--- src/hw/rtl/stlr_pkg.sv ---
// ----------------------------------------------------------------------------
// stlr_pkg: shared types and constants for the sonar tank level relay
// Field widths, reset values, the microcode word layout and the control
// program that sequences the shared divider.
// ----------------------------------------------------------------------------
package stlr_pkg;

  // Field widths
  localparam int TICKS_W   = 16;
  localparam int COEF_W    = 16;
  localparam int PCT_W     = 8;
  localparam int DIST_W    = 23;
  localparam int LEVEL_W   = 16;
  localparam int CFG_IDX_W = 2;
  localparam int CFG_DAT_W = 16;

  // Divider geometry: one quotient bit per step, MSB first
  localparam int SH_W      = 38;            // dividend / quotient shift register
  localparam int REM_W     = DIST_W;        // partial remainder
  localparam int Q1_W      = 31;            // distance quotient width
  localparam int Q1_STEPS  = 31;
  localparam int Q2_STEPS  = LEVEL_W;
  localparam int CNT_W     = 5;
  localparam int PC_W      = 4;

  // Constants
  localparam logic [DIST_W-1:0]  DIST_MAX     = 23'd8388352;
  localparam logic [LEVEL_W-1:0] LEVEL_MAX    = 16'hFFFF;
  localparam logic [DIST_W-1:0]  HEIGHT_RESET = 23'd5120;
  localparam logic [COEF_W-1:0]  COEF_RESET   = 16'd18877;
  localparam logic [PCT_W-1:0]   LOW_RESET    = 8'd10;
  localparam logic [PCT_W-1:0]   HIGH_RESET   = 8'd90;
  localparam logic [14:0]        LEVEL_SCALE  = 15'd25600;  // 100 * 256

  // Configuration register indexes
  typedef enum logic [CFG_IDX_W-1:0] {
    REG_TICKS_PER_UNIT = 2'd0,
    REG_LOW_LIMIT      = 2'd1,
    REG_HIGH_LIMIT     = 2'd2
  } reg_idx_t;

  // Datapath operations
  typedef enum logic [2:0] {
    OP_ACCEPT,     // take a transaction, load the distance division
    OP_DIV_STEP,   // one restoring divide step
    OP_DIST,       // saturate distance, apply store request
    OP_MUL,        // product = distance * 25600
    OP_LOAD2,      // load the level division
    OP_LEVEL_Q,    // take the level quotient
    OP_LEVEL_SAT,  // force the level to its maximum
    OP_EMIT        // update relay, load output register
  } op_t;

  // Hold conditions: the step repeats while the condition holds
  typedef enum logic [1:0] {
    W_NONE,
    W_INPUT,
    W_OUTPUT
  } wait_sel_t;

  // Jump conditions
  typedef enum logic [1:0] {
    J_NEVER,
    J_ALWAYS,
    J_MORE,
    J_SAT
  } jmp_sel_t;

  typedef logic [PC_W-1:0]  pc_t;
  typedef logic [CNT_W-1:0] cnt_t;

  // Step addresses
  localparam pc_t STEP_IDLE      = 4'd0;
  localparam pc_t STEP_DIV1      = 4'd1;
  localparam pc_t STEP_DIST      = 4'd2;
  localparam pc_t STEP_MUL       = 4'd3;
  localparam pc_t STEP_LOAD2     = 4'd4;
  localparam pc_t STEP_DIV2      = 4'd5;
  localparam pc_t STEP_LEVEL_Q   = 4'd6;
  localparam pc_t STEP_LEVEL_SAT = 4'd7;
  localparam pc_t STEP_EMIT      = 4'd8;

  typedef struct packed {
    op_t       op;
    wait_sel_t wait_sel;
    jmp_sel_t  jmp_sel;
    pc_t       target;
    logic      cnt_load;
    cnt_t      cnt_init;
  } ctrl_t;

  // Command from sequencer to datapath
  typedef struct packed {
    op_t  op;
    logic go;
  } cmd_t;

  // Status from datapath to sequencer
  typedef struct packed {
    logic in_valid;
    logic out_stall;
    logic level_sat;
  } status_t;

  // Control program
  function automatic ctrl_t ucode(input pc_t pc);
    ctrl_t w;
    w = '{op: OP_ACCEPT, wait_sel: W_NONE, jmp_sel: J_ALWAYS,
          target: STEP_IDLE, cnt_load: 1'b0, cnt_init: '0};
    case (pc)
      STEP_IDLE: begin
        w.op = OP_ACCEPT;  w.wait_sel = W_INPUT;  w.jmp_sel = J_NEVER;
        w.cnt_load = 1'b1; w.cnt_init = cnt_t'(Q1_STEPS - 1);
      end
      STEP_DIV1: begin
        w.op = OP_DIV_STEP; w.jmp_sel = J_MORE; w.target = STEP_DIV1;
      end
      STEP_DIST: begin
        w.op = OP_DIST; w.jmp_sel = J_NEVER;
      end
      STEP_MUL: begin
        w.op = OP_MUL; w.jmp_sel = J_NEVER;
      end
      STEP_LOAD2: begin
        w.op = OP_LOAD2; w.jmp_sel = J_SAT; w.target = STEP_LEVEL_SAT;
        w.cnt_load = 1'b1; w.cnt_init = cnt_t'(Q2_STEPS - 1);
      end
      STEP_DIV2: begin
        w.op = OP_DIV_STEP; w.jmp_sel = J_MORE; w.target = STEP_DIV2;
      end
      STEP_LEVEL_Q: begin
        w.op = OP_LEVEL_Q; w.jmp_sel = J_ALWAYS; w.target = STEP_EMIT;
      end
      STEP_LEVEL_SAT: begin
        w.op = OP_LEVEL_SAT; w.jmp_sel = J_NEVER;
      end
      STEP_EMIT: begin
        w.op = OP_EMIT; w.wait_sel = W_OUTPUT; w.jmp_sel = J_ALWAYS;
        w.target = STEP_IDLE;
      end
      default: begin
        w.op = OP_DIST; w.jmp_sel = J_ALWAYS; w.target = STEP_IDLE;
      end
    endcase
    return w;
  endfunction

endpackage

--- src/hw/rtl/stlr_if.sv ---
// ----------------------------------------------------------------------------
// stlr_if: streaming channels of the sonar tank level relay
// Echo measurement channel and result channel, valid/ready handshake.
// ----------------------------------------------------------------------------
interface stlr_in_if;
  logic                        valid;
  logic                        ready;
  logic [stlr_pkg::TICKS_W-1:0] echo_ticks;
  logic                        store_request;

  modport source (output valid, echo_ticks, store_request, input ready);
  modport sink   (input valid, echo_ticks, store_request, output ready);
endinterface

interface stlr_out_if;
  logic                         valid;
  logic                         ready;
  logic [stlr_pkg::DIST_W-1:0]  distance_q8;
  logic [stlr_pkg::LEVEL_W-1:0] level_q8;
  logic [stlr_pkg::DIST_W-1:0]  height_q8;
  logic                         relay_on;

  modport source (output valid, distance_q8, level_q8, height_q8, relay_on, input ready);
  modport sink   (input valid, distance_q8, level_q8, height_q8, relay_on, output ready);
endinterface

--- src/hw/rtl/stlr_sequencer.sv ---
// ----------------------------------------------------------------------------
// stlr_sequencer: microcode sequencer
// Step counter, loop counter and control ROM; issues one command per cycle unless a wait condition holds the step.
// ----------------------------------------------------------------------------
module stlr_sequencer (
  input  logic              clk,
  input  logic              rst,
  input  stlr_pkg::status_t status,
  output stlr_pkg::cmd_t    cmd
);

  stlr_pkg::pc_t   pc;
  stlr_pkg::pc_t   pc_next;
  stlr_pkg::cnt_t  cnt;
  stlr_pkg::cnt_t  cnt_next;
  stlr_pkg::ctrl_t ctrl;
  logic            hold;
  logic            take_jump;

  // Fetch the control word
  assign ctrl = stlr_pkg::ucode(pc);

  // Decide hold, jump or advance
  always_comb begin
    case (ctrl.wait_sel)
      stlr_pkg::W_INPUT:  hold = !status.in_valid;
      stlr_pkg::W_OUTPUT: hold = status.out_stall;
      default:            hold = 1'b0;
    endcase
    case (ctrl.jmp_sel)
      stlr_pkg::J_ALWAYS: take_jump = 1'b1;
      stlr_pkg::J_MORE:   take_jump = (cnt != '0);
      stlr_pkg::J_SAT:    take_jump = status.level_sat;
      default:            take_jump = 1'b0;
    endcase
    if (hold) begin
      pc_next = pc;
    end else if (take_jump) begin
      pc_next = ctrl.target;
    end else begin
      pc_next = pc + stlr_pkg::pc_t'(1);
    end
    cnt_next = cnt;
    if (!hold && ctrl.cnt_load) begin
      cnt_next = ctrl.cnt_init;
    end else if (!hold && ctrl.jmp_sel == stlr_pkg::J_MORE) begin
      cnt_next = cnt - stlr_pkg::cnt_t'(1);
    end
    cmd.op = ctrl.op;
    cmd.go = !hold;
  end

  // Step and loop registers
  always_ff @(posedge clk) begin
    if (rst) begin
      pc  <= stlr_pkg::STEP_IDLE;
      cnt <= '0;
    end else begin
      pc  <= pc_next;
      cnt <= cnt_next;
    end
  end

endmodule

--- src/hw/rtl/stlr_datapath.sv ---
// ----------------------------------------------------------------------------
// stlr_datapath: shared divider, multiplier and result registers
// Configuration registers, restoring divider, level product, relay state and
// the output register, all driven by sequencer commands.
// ----------------------------------------------------------------------------
module stlr_datapath (
  input  logic                            clk,
  input  logic                            rst,
  input  logic                            cfg_wr_en,
  input  logic [stlr_pkg::CFG_IDX_W-1:0]  cfg_index,
  input  logic [stlr_pkg::CFG_DAT_W-1:0]  cfg_data,
  input  stlr_pkg::cmd_t                  cmd,
  output stlr_pkg::status_t               status,
  stlr_in_if.sink                         echo_in,
  stlr_out_if.source                      result_out
);

  // Configuration
  logic [stlr_pkg::COEF_W-1:0] ticks_per_unit;
  logic [stlr_pkg::PCT_W-1:0]  low_limit;
  logic [stlr_pkg::PCT_W-1:0]  high_limit;

  // Working registers
  logic [stlr_pkg::SH_W-1:0]    shreg;
  logic [stlr_pkg::REM_W-1:0]   rem;
  logic [stlr_pkg::DIST_W-1:0]  divisor;
  logic                         store;
  logic [stlr_pkg::DIST_W-1:0]  distance;
  logic [stlr_pkg::DIST_W-1:0]  height;
  logic [stlr_pkg::SH_W-1:0]    prod;
  logic [stlr_pkg::LEVEL_W-1:0] level;
  logic                         relay;

  // Output register
  logic                         out_valid;
  logic [stlr_pkg::DIST_W-1:0]  out_dist;
  logic [stlr_pkg::LEVEL_W-1:0] out_level;
  logic [stlr_pkg::DIST_W-1:0]  out_height;
  logic                         out_relay;

  logic [stlr_pkg::REM_W:0]     trial;
  logic                         fits;
  logic [stlr_pkg::REM_W:0]     trial_diff;
  logic [stlr_pkg::Q1_W-1:0]    quot1;
  logic [stlr_pkg::DIST_W-1:0]  dist_sat;
  logic [stlr_pkg::DIST_W-2:0]  prod_hi;
  logic                         relay_next;
  logic                         run;

  assign run = cmd.go;

  // Divide step: shift in the next dividend bit, subtract if it fits
  always_comb begin
    trial      = {rem, shreg[stlr_pkg::SH_W-1]};
    fits       = trial >= {1'b0, divisor};
    trial_diff = trial - {1'b0, divisor};
  end

  // Distance saturation and level overflow test
  always_comb begin
    quot1    = shreg[stlr_pkg::Q1_W-1:0];
    dist_sat = (quot1 > stlr_pkg::Q1_W'(stlr_pkg::DIST_MAX))
               ? stlr_pkg::DIST_MAX : quot1[stlr_pkg::DIST_W-1:0];
    prod_hi  = prod[stlr_pkg::SH_W-1:stlr_pkg::LEVEL_W];
  end

  // Hysteresis: on test first, off test wins
  always_comb begin
    relay_next = relay;
    if (level < {low_limit, 8'h00}) begin
      relay_next = 1'b1;
    end
    if (level > {high_limit, 8'h00}) begin
      relay_next = 1'b0;
    end
  end

  assign status.in_valid  = echo_in.valid;
  assign status.out_stall = out_valid && !result_out.ready;
  assign status.level_sat = (height == '0) || ({1'b0, prod_hi} >= height);

  assign echo_in.ready = (cmd.op == stlr_pkg::OP_ACCEPT);

  assign result_out.valid       = out_valid;
  assign result_out.distance_q8 = out_dist;
  assign result_out.level_q8    = out_level;
  assign result_out.height_q8   = out_height;
  assign result_out.relay_on    = out_relay;

  // Configuration writes
  always_ff @(posedge clk) begin
    if (rst) begin
      ticks_per_unit <= stlr_pkg::COEF_RESET;
      low_limit      <= stlr_pkg::LOW_RESET;
      high_limit     <= stlr_pkg::HIGH_RESET;
    end else if (cfg_wr_en) begin
      case (cfg_index)
        stlr_pkg::REG_TICKS_PER_UNIT: ticks_per_unit <= cfg_data;
        stlr_pkg::REG_LOW_LIMIT:      low_limit      <= cfg_data[stlr_pkg::PCT_W-1:0];
        stlr_pkg::REG_HIGH_LIMIT:     high_limit     <= cfg_data[stlr_pkg::PCT_W-1:0];
        default: ;
      endcase
    end
  end

  // Kept state: tank height and relay
  always_ff @(posedge clk) begin
    if (rst) begin
      height <= stlr_pkg::HEIGHT_RESET;
      relay  <= 1'b0;
    end else if (run) begin
      if (cmd.op == stlr_pkg::OP_DIST && store) begin
        height <= dist_sat;
      end
      if (cmd.op == stlr_pkg::OP_EMIT) begin
        relay <= relay_next;
      end
    end
  end

  // Working datapath
  always_ff @(posedge clk) begin
    if (run) begin
      case (cmd.op)
        stlr_pkg::OP_ACCEPT: begin
          shreg   <= {echo_in.echo_ticks[stlr_pkg::TICKS_W-1:1],
                      (stlr_pkg::SH_W - stlr_pkg::TICKS_W + 1)'(0)};
          rem     <= '0;
          divisor <= stlr_pkg::DIST_W'(ticks_per_unit);
          store   <= echo_in.store_request;
        end
        stlr_pkg::OP_DIV_STEP: begin
          shreg <= {shreg[stlr_pkg::SH_W-2:0], fits};
          rem   <= fits ? trial_diff[stlr_pkg::REM_W-1:0] : trial[stlr_pkg::REM_W-1:0];
        end
        stlr_pkg::OP_DIST: begin
          distance <= dist_sat;
        end
        stlr_pkg::OP_MUL: begin
          prod <= {(stlr_pkg::SH_W - stlr_pkg::DIST_W)'(0), distance}
                  * stlr_pkg::SH_W'(stlr_pkg::LEVEL_SCALE);
        end
        stlr_pkg::OP_LOAD2: begin
          rem     <= {1'b0, prod_hi};
          shreg   <= {prod[stlr_pkg::LEVEL_W-1:0],
                      (stlr_pkg::SH_W - stlr_pkg::LEVEL_W)'(0)};
          divisor <= height;
        end
        stlr_pkg::OP_LEVEL_Q: begin
          level <= shreg[stlr_pkg::LEVEL_W-1:0];
        end
        stlr_pkg::OP_LEVEL_SAT: begin
          level <= stlr_pkg::LEVEL_MAX;
        end
        default: ;
      endcase
    end
  end

  // Output register: load on emit, drop when taken
  always_ff @(posedge clk) begin
    if (rst) begin
      out_valid <= 1'b0;
    end else if (run && cmd.op == stlr_pkg::OP_EMIT) begin
      out_valid <= 1'b1;
    end else if (result_out.ready) begin
      out_valid <= 1'b0;
    end
  end

  always_ff @(posedge clk) begin
    if (run && cmd.op == stlr_pkg::OP_EMIT) begin
      out_dist   <= distance;
      out_level  <= level;
      out_height <= height;
      out_relay  <= relay_next;
    end
  end

endmodule

--- src/hw/rtl/sonar_tank_level_relay_unit.sv ---
// ----------------------------------------------------------------------------
// sonar_tank_level_relay_unit: sonar tank level with hysteresis relay
// Converts echo tick counts into distance and fill level and drives a pump
// relay between a low and a high level limit.
// ----------------------------------------------------------------------------
// Each echo transaction passes through the acceptance step, 31 divide steps
// for the distance, 16 divide steps for the level and five further control
// steps; its result is loaded into the output register in the last of them.
// When the level saturates (zero tank height or a level above full scale)
// the level division is skipped and the level is forced to full scale. The
// single restoring divider yields one quotient bit per cycle. One
// transaction is worked on at a time; the next one is accepted while the
// previous result still waits in the output register, and a waiting result
// stalls the final step. Configuration registers are written through
// cfg_wr_en, cfg_index and cfg_data and should only change while no
// transaction is in flight.
module sonar_tank_level_relay_unit (
  input  logic                           clk,
  input  logic                           rst,
  input  logic                           cfg_wr_en,
  input  logic [stlr_pkg::CFG_IDX_W-1:0] cfg_index,
  input  logic [stlr_pkg::CFG_DAT_W-1:0] cfg_data,
  stlr_in_if.sink                        echo_in,
  stlr_out_if.source                     result_out
);

  stlr_pkg::cmd_t    cmd;
  stlr_pkg::status_t status;

  // Control program
  stlr_sequencer u_seq (
    .clk    (clk),
    .rst    (rst),
    .status (status),
    .cmd    (cmd)
  );

  // Divider, multiplier and result registers
  stlr_datapath u_dp (
    .clk        (clk),
    .rst        (rst),
    .cfg_wr_en  (cfg_wr_en),
    .cfg_index  (cfg_index),
    .cfg_data   (cfg_data),
    .cmd        (cmd),
    .status     (status),
    .echo_in    (echo_in),
    .result_out (result_out)
  );

endmodule

--- src/flat_wrapper.sv ---
// flat-port wrapper written by rule: the top's interface ports become plain ports
module sonar_tank_level_relay_unit_flat 
  (clk, rst, cfg_wr_en, cfg_index, cfg_data, echo_in_valid, echo_in_echo_ticks, echo_in_store_request, echo_in_ready, result_out_valid, result_out_distance_q8, result_out_level_q8, result_out_height_q8, result_out_relay_on, result_out_ready);
  stlr_in_if echo_in_i ();
  stlr_out_if result_out_i ();
  input  logic clk;
  input  logic rst;
  input  logic cfg_wr_en;
  input  logic [stlr_pkg::CFG_IDX_W-1:0] cfg_index;
  input  logic [stlr_pkg::CFG_DAT_W-1:0] cfg_data;
  input wire logic [$bits(echo_in_i.valid)-1:0] echo_in_valid;
  input wire logic [$bits(echo_in_i.echo_ticks)-1:0] echo_in_echo_ticks;
  input wire logic [$bits(echo_in_i.store_request)-1:0] echo_in_store_request;
  output wire logic [$bits(echo_in_i.ready)-1:0] echo_in_ready;
  output wire logic [$bits(result_out_i.valid)-1:0] result_out_valid;
  output wire logic [$bits(result_out_i.distance_q8)-1:0] result_out_distance_q8;
  output wire logic [$bits(result_out_i.level_q8)-1:0] result_out_level_q8;
  output wire logic [$bits(result_out_i.height_q8)-1:0] result_out_height_q8;
  output wire logic [$bits(result_out_i.relay_on)-1:0] result_out_relay_on;
  input wire logic [$bits(result_out_i.ready)-1:0] result_out_ready;
  assign echo_in_i.valid = echo_in_valid;
  assign echo_in_i.echo_ticks = echo_in_echo_ticks;
  assign echo_in_i.store_request = echo_in_store_request;
  assign echo_in_ready = echo_in_i.ready;
  assign result_out_valid = result_out_i.valid;
  assign result_out_distance_q8 = result_out_i.distance_q8;
  assign result_out_level_q8 = result_out_i.level_q8;
  assign result_out_height_q8 = result_out_i.height_q8;
  assign result_out_relay_on = result_out_i.relay_on;
  assign result_out_i.ready = result_out_ready;
  sonar_tank_level_relay_unit u_core (.clk(clk), .rst(rst), .cfg_wr_en(cfg_wr_en), .cfg_index(cfg_index), .cfg_data(cfg_data), .echo_in(echo_in_i), .result_out(result_out_i));
endmodule
--- config.mk ---
export PLATFORM = sky130hd
export DESIGN_NAME = sonar_tank_level_relay_unit_flat
export DESIGN_NICKNAME = d
export VERILOG_FILES = /design/src/hw/rtl/stlr_pkg.sv /design/src/hw/rtl/stlr_if.sv /design/src/hw/rtl/stlr_sequencer.sv /design/src/hw/rtl/stlr_datapath.sv /design/src/hw/rtl/sonar_tank_level_relay_unit.sv /design/src/flat_wrapper.sv
export SDC_FILE = /design/constraint.sdc
export NUM_CORES = 1
export LEC_CHECK = 0
export BUFFER_PORTS_ARGS = -buffer_cell sky130_fd_sc_hd__buf_2
export CAP_MARGIN = 20
export CORE_MARGIN = 2
export CORE_UTILIZATION = 50
export DETAILED_ROUTE_END_ITERATION = 10
export PLACE_DENSITY = 0.74
export SLEW_MARGIN = 20
export SYNTH_ARGS = -nofsm -noshare
export SYNTH_HDL_FRONTEND = slang
export SYNTH_HIERARCHICAL = 1
export SYNTH_SLANG_ARGS = --single-unit
--- constraint.sdc ---
create_clock -name clk -period 7 [get_ports clk]
set_clock_uncertainty 0.05 [all_clocks]
set_input_delay 0.35 -clock clk [delete_from_list [all_inputs] [get_ports clk]]
set_output_delay 0.35 -clock clk [all_outputs]
set_load 0.02 [all_outputs]
---- Word level (Yosys, flattened, before mapping) ----
Index checks and enable logic that the tools add are counted.
storage, ports and cells
  register bits after elaboration ......... 281
  bits of input ports ..................... 40
  logic and storage cells ................. 103
cells by class
  multiplexer cells ....................... 20
  magnitude comparators ................... 5
  reduce and logical (&&, ||, !) cells .... 32
  equal/unequal tests ..................... 22
  bitwise gates (word level) .............. 1
  multiply operators ...................... 1
  $add $sub $neg .......................... 3
operators by type and width
  kind                                                                               number
  38-bit case mux with 3 select lines                                                1
  23-bit case mux with 3 select lines                                                1
  23-bit 2-to-1 mux                                                                  2
  23-bit case mux with 2 select lines                                                1
  16-bit case mux with 2 select lines                                                1
  31-bit by 23-bit greater-than comparator with 1-bit output, second input constant  1
  23-bit by 5-bit multiplier with 28-bit output, second input constant               1
  24-bit by 23-bit greater-or-equal comparator with 1-bit output                     1
  22-bit by 23-bit greater-or-equal comparator with 1-bit output                     1
  23-bit logical NOT                                                                 1
  23-bit subtractor                                                                  1
  2-bit AND reduction                                                                11
  3-bit case mux with 7 select lines                                                 1
  4-bit by 3-bit equality test with 1-bit output, second input constant              4
  16-bit greater-than comparator                                                     1
  16-bit less-than comparator                                                        1
  4-bit case mux with 4 select lines                                                 1
  3-bit equality test, second input constant                                         4
  6-bit case mux with 2 select lines                                                 1
  5-bit 2-to-1 mux                                                                   2
  2-bit equality test, second input constant                                         4
  4-bit by 2-bit equality test with 1-bit output, second input constant              2
  2-bit nonzero test                                                                 4
  2-bit by 1-bit equality test with 1-bit output, second input constant              3
  other kinds (23)                                                                   33

---- Depth between registers and ports, before layout ----
Gate-level depths: netlist of run 1.
  word-level depth ........................ 8
  gate-level depth with buffers ........... 16

---- Hierarchy ----
Netlist of run 1, hierarchy kept.
by module, submodules not included
  module          area each (um^2)  times used  sequential area each (um^2)  cells an instance
  stlr_datapath   14834.2           1           7597.3                       1344
  stlr_sequencer  774.5             1           180.2                        95

---- Least setup slack after synthesis of run 1 ----
No wires, ideal clock.
  kind .................................... register to register
  start ................................... reg u_core.u_seq.pc[0]
  end ..................................... reg u_core/u_dp/rem[0] in the netlist's numbering, enable pin
  setup time .............................. 0.571 ns
  cell stages (with the launch flop) ...... 13
  data arrival time ....................... 6.223 ns
  path slack .............................. 0.156 ns
  buffers on the path ..................... 1
  clock period less this slack ............ 6.844 ns
  path through ............................ dfxtp_1 > inv_1 > ha_1 > buf_6 > inv_1 > nor3_1 > inv_1 > ha_1 > nand2_1 > a21oi_2 > inv_2 > inv_1 > a211oi_1
between the ends
  cells in the longest elaborated chain, start to end .. 6
  elaborated cells between the ends (all ways) .. 20
  those cells by class .................... eq/ne: 11; mux: 3; bitwise: 1; reduce/logical: 5
ends and longest elaborated chain
  what                                                                                              line                  text
  start, declared                                                                                   stlr_sequencer.sv:12  stlr_pkg::pc_t pc;
  start signal, assigned                                                                            stlr_sequencer.sv:56  pc <= stlr_pkg::STEP_IDLE;
  start signal, assigned                                                                            stlr_sequencer.sv:59  pc <= pc_next;
  4-bit by 3-bit equality test with 1-bit output (tied with other cells)                            stlr_pkg.sv:110       case (pc)
  2-bit OR reduction (no source line) / 2-bit case mux with 2 select lines (equally long branches)  -
  3-bit case mux with 7 select lines (tied with other cells)                                        stlr_pkg.sv:110
  3-bit equality test (tied with other cells)                                                       stlr_datapath.sv:124  case (cmd.op)
  3-bit nonzero test (no source line) / 1-bit inverter (equally long branches)                      -
  2-bit AND reduction (no source line) (*)                                                          -
  end signal, assigned                                                                              stlr_datapath.sv:134  rem <= fits ? trial_diff[stlr_pkg::REM_W-1:0] : trial[stlr_pkg::REM_W-1:0];
  end signal, assigned                                                                              stlr_datapath.sv:144  rem <= {1'b0, prod_hi};
  end, declared                                                                                     stlr_datapath.sv:25   logic [stlr_pkg::REM_W-1:0] rem;
Every way passes the cells marked *; elsewhere a longest branch is shown, timed or not.
A chain may end at the register's enable or synchronous reset.

==> metrics, run 1 <==
DRT antenna net count=0; worst hold path class=in2reg; Pwr Density=498 nW/µm²; hpwl dp=26400 µm; Max-Slew Margin vs Limit=41.1%; synthesis warning total=6; hold depth=3; DRT iter0 DRCs=974; setup TNS after final layout=0 ns; grt ovf=0; row count=64; Net Count, Synth=1639; Via density=5.69; fin nets=1746; Worst Setup SP=u_core/u_seq/pc[0]$_SDFFE_PP0P_; die height=181 µm; Port Buffer Count=103; CTS Buffer Depth=3; layout cell share with drive strength beyond 1=13.0%; clk_lat worst skew=0.56 ns; Max rail drop VDD=0.337 mV; Sink Count=281; Setup Fix Bufs, Post-CTS=0; via count=11180; largest net degree at the start of global routing=68; worst setup margin=2.87 ns; global-route wire length before repair=57700 µm; dominant synthesized flop cell=edfxtp_1; Clock transition at path regs=0.06 ns; Place WS=2.89 ns; Worst R2R Path Depth=12; RD Place Congestion=0.909; routed wire length per instance=18.5 µm; Die ar.=32600 µm²; Critical Path AT=4.28 ns; Crit. End Element=register; Post-synth EDFFs=215; Area Overhead vs Synth=12.7%; leak pwr=7.43 nW; synth top area cells=edfxtp_1 (41%), ha_1 (11%), dfxtp_1 (8.5%); number of global-route vias before repair=10902; worst r2r src=u_core/u_seq/pc[0]$_SDFFE_PP0P_; outcome=finished clean; GRT Resource Usage Total=22.0%; DP Area=16500 µm²; synthesized flop and latch total=281; core footprint=30700 µm²; CTS Buf Count=30; clk root buf=clkbuf_16; top-area cell type share of the netlist area=41.4%; Mapped Cells=1439; final critical-path share of the clock period=59.0%; crit path to=u_core/u_dp/result_out.level_q8[11]$_DFFE_PP_; cts repair resizes=0; HP Start=echo_in_echo_ticks[11]; max frequency=0.242 GHz; initial antenna violation count=0; Post-CTS Hold Buffers=13; # IOs=105; mapped cell area=15600 µm²; Initial Util=50.9%; Hold Fails Final Rpt=0; H-tree depth=1; Max Slew Vio Count=0; Reg-to-Reg End=u_core/u_dp/result_out.level_q8[11]$_DFFE_PP_; max-cap violation count=0; critical path class=reg2reg; RSZ-0062 raised after global routing=no; final WL=36400 µm; Worst Path Required=7.15 ns; Startpoint Class=register; crit-path max FO=34; CTS tree=built; sequential share of the synthesized area=49.8%; Die X=181 µm; First-pass DRT Iterations=5; post-route cell area=17600 µm²; ys async rst share=0%; minimum clock period=4.13 ns; WHS=0.0184 ns; Worst Max-Slew Pin Slew=0.884 ns; R2R Setup Slk=2.87 ns; post-synth cell types=83; number of setup violations in the final report=0; area leader, netlist=edfxtp_1; antenna cells=0; Avg Inst Size Synth=10.8 µm²; drt drc=0; final total power=8.76 mW
## registers in the layout, summed over array words and instances, names as in the netlist, 5 cells and up
name                                flops
u_core/u_dp/divisor                    23
u_core/u_dp/high_limit                  8
u_core/u_dp/result_out.distance_q8     23
u_core/u_seq/cnt                        5
u_core/u_dp/distance                   23
u_core/u_dp/ticks_per_unit             16
u_core/u_dp/height                     23
u_core/u_dp/low_limit                   8
u_core/u_dp/rem                        23
u_core/u_dp/level                      16
u_core/u_dp/result_out.height_q8       23
u_core/u_dp/result_out.level_q8        16
u_core/u_dp/prod                       28
u_core/u_dp/shreg                      38
## how the worst min path moves through the flow
stage / endpoint
after global placement: u_core/u_dp/result_out.level_q8[6]$_DFFE_PP_
after global routing: u_core/u_dp/shreg[34]$_DFFE_PP_
after floorplan: u_core/u_dp/result_out.height_q8[8]$_DFFE_PP_
final: u_core/u_dp/shreg[33]$_DFFE_PP_
after detailed placement: u_core/u_dp/result_out.level_q8[5]$_DFFE_PP_
after CTS: u_core/u_dp/ticks_per_unit[1]$_SDFFE_PP0P_
## cells by family after synthesis
family,Yosys count,share of synthesized area [%]
compound gates,279,12.4
xor+xnor,33,1.85
fa+ha+maj,160,13.7
buf+inv,220,5.56
flops,281,49.8
mux,34,2.31
simple gates,432,14.3
## synth_stat cells, types with 5 or more instances
cell      number
edfxtp_1     215
inv_1        167
ha_1         141
nand2_1      126
nor2_1        68
dfxtp_1       66
a21oi_1       64
and2_1        47
nand2b_1      46
nand3_1       44
o21ai_0       38
clkbuf_1      35
a211oi_1      24
a21o_1        20
xnor2_1       20
fa_1          19
mux2i_1       18
nand3b_1      17
nand4_1       17
mux2_2        16
nor4_1        15
o21ai_1       15
o21a_1        13
xor2_1        13
a22o_1        11
nor2b_1       11
buf_2         10
nor3_1        10
a32oi_1        9
a22oi_1        8
o21bai_1       8
and3_1         7
o211ai_1       7
a31oi_1        5
o31ai_1        5
## through the flow
stage | utilization, % | cells
floorplan | - | 1439
global placement | 53.8 | 1897
detailed placement | 53.8 | 1897
CTS | 57.3 | 1966
global route | 57.4 | 1966
finish | 57.4 | 1966
## metal layers
| layer | up-vias | part of all wire [%] | GRT usage (%) | wire length (µm) |
|---|---|---|---|---|
| met1 | 5374 | 44 | 30.8 | 16100 |
| met2 | 369 | 47 | 36.1 | 17000 |
| met5 | - | 0 | 0 | 0 |
| met4 | 0 | 2.6 | 6.10 | 942 |
| met3 | 63 | 6.4 | 2.71 | 2340 |
| li1 | 5374 | - | - | - |
## where the power goes
group          internal, mW  switching, mW  total [mW]
clock network         0.872          0.639        1.51
logic                  1.68           2.68        4.36
registers              2.56          0.335        2.90
total                  5.11           3.65        8.76
## worst max-delay path, stage by stage, from the launching register on
cell,delay (ns)
dfxtp_1,0.35
inv_1,0.13
ha_1,0.40
inv_1,0.10
nor3_1,0.36
inv_1,0.11
ha_1,0.20
nand2_1,0.08
a21oi_2,0.12
inv_2,0.21
nand4_1,0.36
inv_2,0.71
buf_4,0.55
## final cells by class
class                           count  area [µm²]
Timing Repair Buffer              127         728
Clock inverter                     12         104
Multi-Input combinational cell    938        7010
Tap cell                          396         495
Clock buffer                       44         843
Fill cell                        2515       13100
Sequential cell                   281        7780
Inverter                          168         631
## placed cells by master (no fill, tap or decap), types with 18 or more instances in the layout
cell,instances
xnor2_1,20
inv_1,166
clkbuf_16,30
a211oi_1,23
and2_1,47
nand2_1,125
edfxtp_1,215
buf_2,103
fa_1,19
mux2i_1,18
a21oi_1,64
ha_1,141
nor2_1,64
o21ai_0,38
nand2b_1,46
a21o_1,20
dfxtp_1,66
nand3_1,44
No activity file was read; power rests on OpenSTA's default activity.
==> run 2, diff against run 1 <==
- clock period: 7 -> 3.5 ns (I/O delays scaled with it)
==> metrics, run 2 (synthesis gave the netlist of run 1 again) <==
Worst Max-Slew Pin Slew=1.04 ns (was 0.884 ns); row count=64 (unchanged); worst hold path class=in2reg (unchanged); Clock transition at path regs=0.06 ns (about the same); outcome=finished with violations (was finished clean); fillcell total=2386 (was 2515); Place WS=-0.137 ns (was 2.89 ns); Reg-to-Reg End=u_core/u_dp/prod[33]$_DFFE_PP_ (was u_core/u_dp/result_out.level_q8[11]$_DFFE_PP_); max reg flops=38 (unchanged); Die X=181 µm (unchanged); Area Overhead vs Synth=20.8% (was 12.7%); Worst Path Required=3.77 ns (was 7.15 ns); R2R Setup Slk=-0.0007 ns (was 2.87 ns); # IOs=105 (unchanged); GRT Resource Usage Total=23.3% (was 22.0%); layout cell share with drive strength beyond 1=19.3% (was 13.0%); Startpoint Class=register (unchanged); drt drc=0 (unchanged); clk root buf=clkbuf_16 (unchanged); Max-Slew Margin vs Limit=30.1% (was 41.1%); Pwr Density=1070 nW/µm² (was 498 nW/µm²); switch share=40.0% (was 41.7%); Max Slew Vio Count=0 (unchanged); Register Area=7780 µm² (about the same); Critical Path AT=3.77 ns (was 4.28 ns); largest registers=u_core/u_dp/shreg: 38 flops, u_core/u_dp/prod: 28 flops (unchanged); leak pwr=8.00 nW (was 7.43 nW); hpwl dp=28000 µm (was 26400 µm); Via density=5.66 (was 5.69); max frequency=0.286 GHz (was 0.242 GHz); die height=181 µm (unchanged); Int Pwr=12.1 mW (was 5.11 mW); largest net degree at the start of global routing=62 (was 68); Initial Util=50.9% (unchanged); Most flops, register=u_core/u_dp/shreg (unchanged); Die ar.=32600 µm² (unchanged); max-cap violation count=0 (unchanged); Sink Count=281 (unchanged); CTS Buf Count=30 (unchanged); total net switching power=8.08 mW (was 3.65 mW); CTS Buffer Depth=3 (unchanged); crit-path max FO=4 (was 34); most common cell after layout, fill and taps aside=edfxtp_1 (unchanged); number of setup violations in the final report=1 (was 0); global-route wire length before repair=61000 µm (was 57700 µm); Port Buffer Count=103 (unchanged); worst setup margin=-0.000694 ns (was 2.87 ns); routed wire length per instance=19.1 µm (was 18.5 µm); Worst R2R Path Depth=13 (was 12); final critical-path share of the clock period=100% (was 59.0%); via count=11675 (was 11180); worst r2r src=u_core/u_dp/distance[9]$_DFFE_PP_ (was u_core/u_seq/pc[0]$_SDFFE_PP0P_); grt ovf=0 (unchanged); most frequent cells in the layout=edfxtp_1 (215), inv_1 (161), ha_1 (129) (was edfxtp_1 (215), inv_1 (166), ha_1 (141)); DRT antenna net count=0 (unchanged); Hold Fails Final Rpt=0 (unchanged); DRT iter0 DRCs=1200 (was 974); WHS=0.0334 ns (was 0.0184 ns); number of global-route vias before repair=11619 (was 10902); final WL=39300 µm (was 36400 µm); Hold EP=u_core/u_dp/ticks_per_unit[15]$_SDFFE_PP0P_ (was u_core/u_dp/shreg[33]$_DFFE_PP_); fin nets=1843 (was 1746); sequential power share=28.5% (was 33.0%); minimum clock period=3.50 ns (was 4.13 ns); clk_lat worst skew=0.58 ns (was 0.56 ns); HP Start=cfg_index[1] (was echo_in_echo_ticks[11]); core footprint=30700 µm² (unchanged); CTS tree=built (unchanged); initial antenna violation count=0 (unchanged); antenna cells=0 (unchanged); clock share of power=17.8% (was 17.2%); RSZ-0062 raised after global routing=yes (was no); hold depth=4 (was 3); critical path class=reg2reg (unchanged); H-tree depth=1 (unchanged); Combinational Power Share=53.8% (was 49.7%); multi-input logic area=7250 µm² (was 7010 µm²); First-pass DRT Iterations=7 (was 5); failing checks=setup timing; Max rail drop VDD=0.941 mV (was 0.337 mV); Crit. End Element=register (unchanged); RD Place Congestion=0.905 (was 0.909)
## run 2: cell types whose count changed in the layout (fill, tap and decap cells not counted), sizes merged
cell and delta:
clkbuf -9, buf +77, bufinv +7, clkinvlp -2, dlygate4sd3 +20, clkinv +4
## run 2: routing by layer
layer | track usage (%) | share of wire (%) | vias up
met3 | 2.67 | 5.9 | 72
li1 | - | - | 5570
met5 | 0 | 0 | -
met1 | 32.6 | 44 | 5664
met2 | 38.4 | 47 | 369
met4 | 6.97 | 2.9 | 0
## run 2: layout make-up
type | count | share of cell area, %
Clock buffer | 35 | 4.30
Clock inverter | 21 | 1.72
Inverter | 168 | 3.39
Multi-Input combinational cell | 938 | 38.5
Sequential cell | 281 | 41.3
Tap cell | 396 | 2.63
Timing Repair Buffer | 224 | 8.21
## run 2: how the worst max path moves through the flow
stage / to / start / depth (start not counted)
floorplan: u_core/u_dp/rem[0]$_DFFE_PP_ / u_core/u_seq/pc[0]$_SDFFE_PP0P_ / 12
finish: u_core/u_dp/prod[33]$_DFFE_PP_ / u_core/u_dp/distance[9]$_DFFE_PP_ / 13
global placement: u_core/u_dp/prod[26]$_DFFE_PP_ / u_core/u_dp/distance[7]$_DFFE_PP_ / 13
global route: u_core/u_dp/prod[33]$_DFFE_PP_ / u_core/u_dp/distance[9]$_DFFE_PP_ / 13
detailed placement: u_core/u_dp/prod[35]$_DFFE_PP_ / u_core/u_dp/distance[8]$_DFFE_PP_ / 13
CTS: u_core/u_dp/prod[36]$_DFFE_PP_ / u_core/u_dp/distance[11]$_DFFE_PP_ / 13
## run 2: critical path, stage by stage (launching register included)
cell,delay (ns)
edfxtp_1,0.40
buf_4,0.15
ha_1,0.28
ha_1,0.32
inv_1,0.06
fa_1,0.49
inv_1,0.06
ha_4,0.28
nand4_1,0.13
or3_1,0.39
o221ai_2,0.23
o22ai_2,0.13
buf_4,0.15
xnor2_1,0.12
## run 2: power groups by stage
| stage | Sequential, mW | Combinational (mW) | Clock (mW) |
|---|---|---|---|
| 3_3_place_gp | 5.76 | 9.34 | 0 |
| 3_5_place_dp | 5.79 | 9.52 | 0 |
| 2_1_floorplan | 5.56 | 6.74 | 0 |
| 6_report | 5.75 | 10.9 | 3.60 |
| 5_1_grt | 5.82 | 11.9 | 3.77 |
| 4_1_cts | 5.74 | 9.85 | 3.67 |
## run 2: stage by stage
stage               instance area, µm²  total power, mW  setup TNS, ns  utilization (%)  cells
floorplan                        15700             12.3        -0.0106                -   1439
global placement                 17000             15.1         -0.433             55.6   1957
detailed placement               17000             15.3         -0.530             55.6   1957
CTS                              18600             19.3              0             60.5   2049
global route                     18800             21.5         -0.287             61.5   2063
finish                           18800             20.2      -0.000694             61.5   2063
## run 2: repair_timing
| item | CTS | global route |
|---|---|---|
| gates resized for setup | 10 | 29 |
| pin swaps | 2 | 27 |
| setup endpoints to repair | 8 | 13 |
| endpoints found under the hold margin | 49 | 0 |
| buffers inserted | 3 | 14 |
| hold buffers | 33 | 0 |
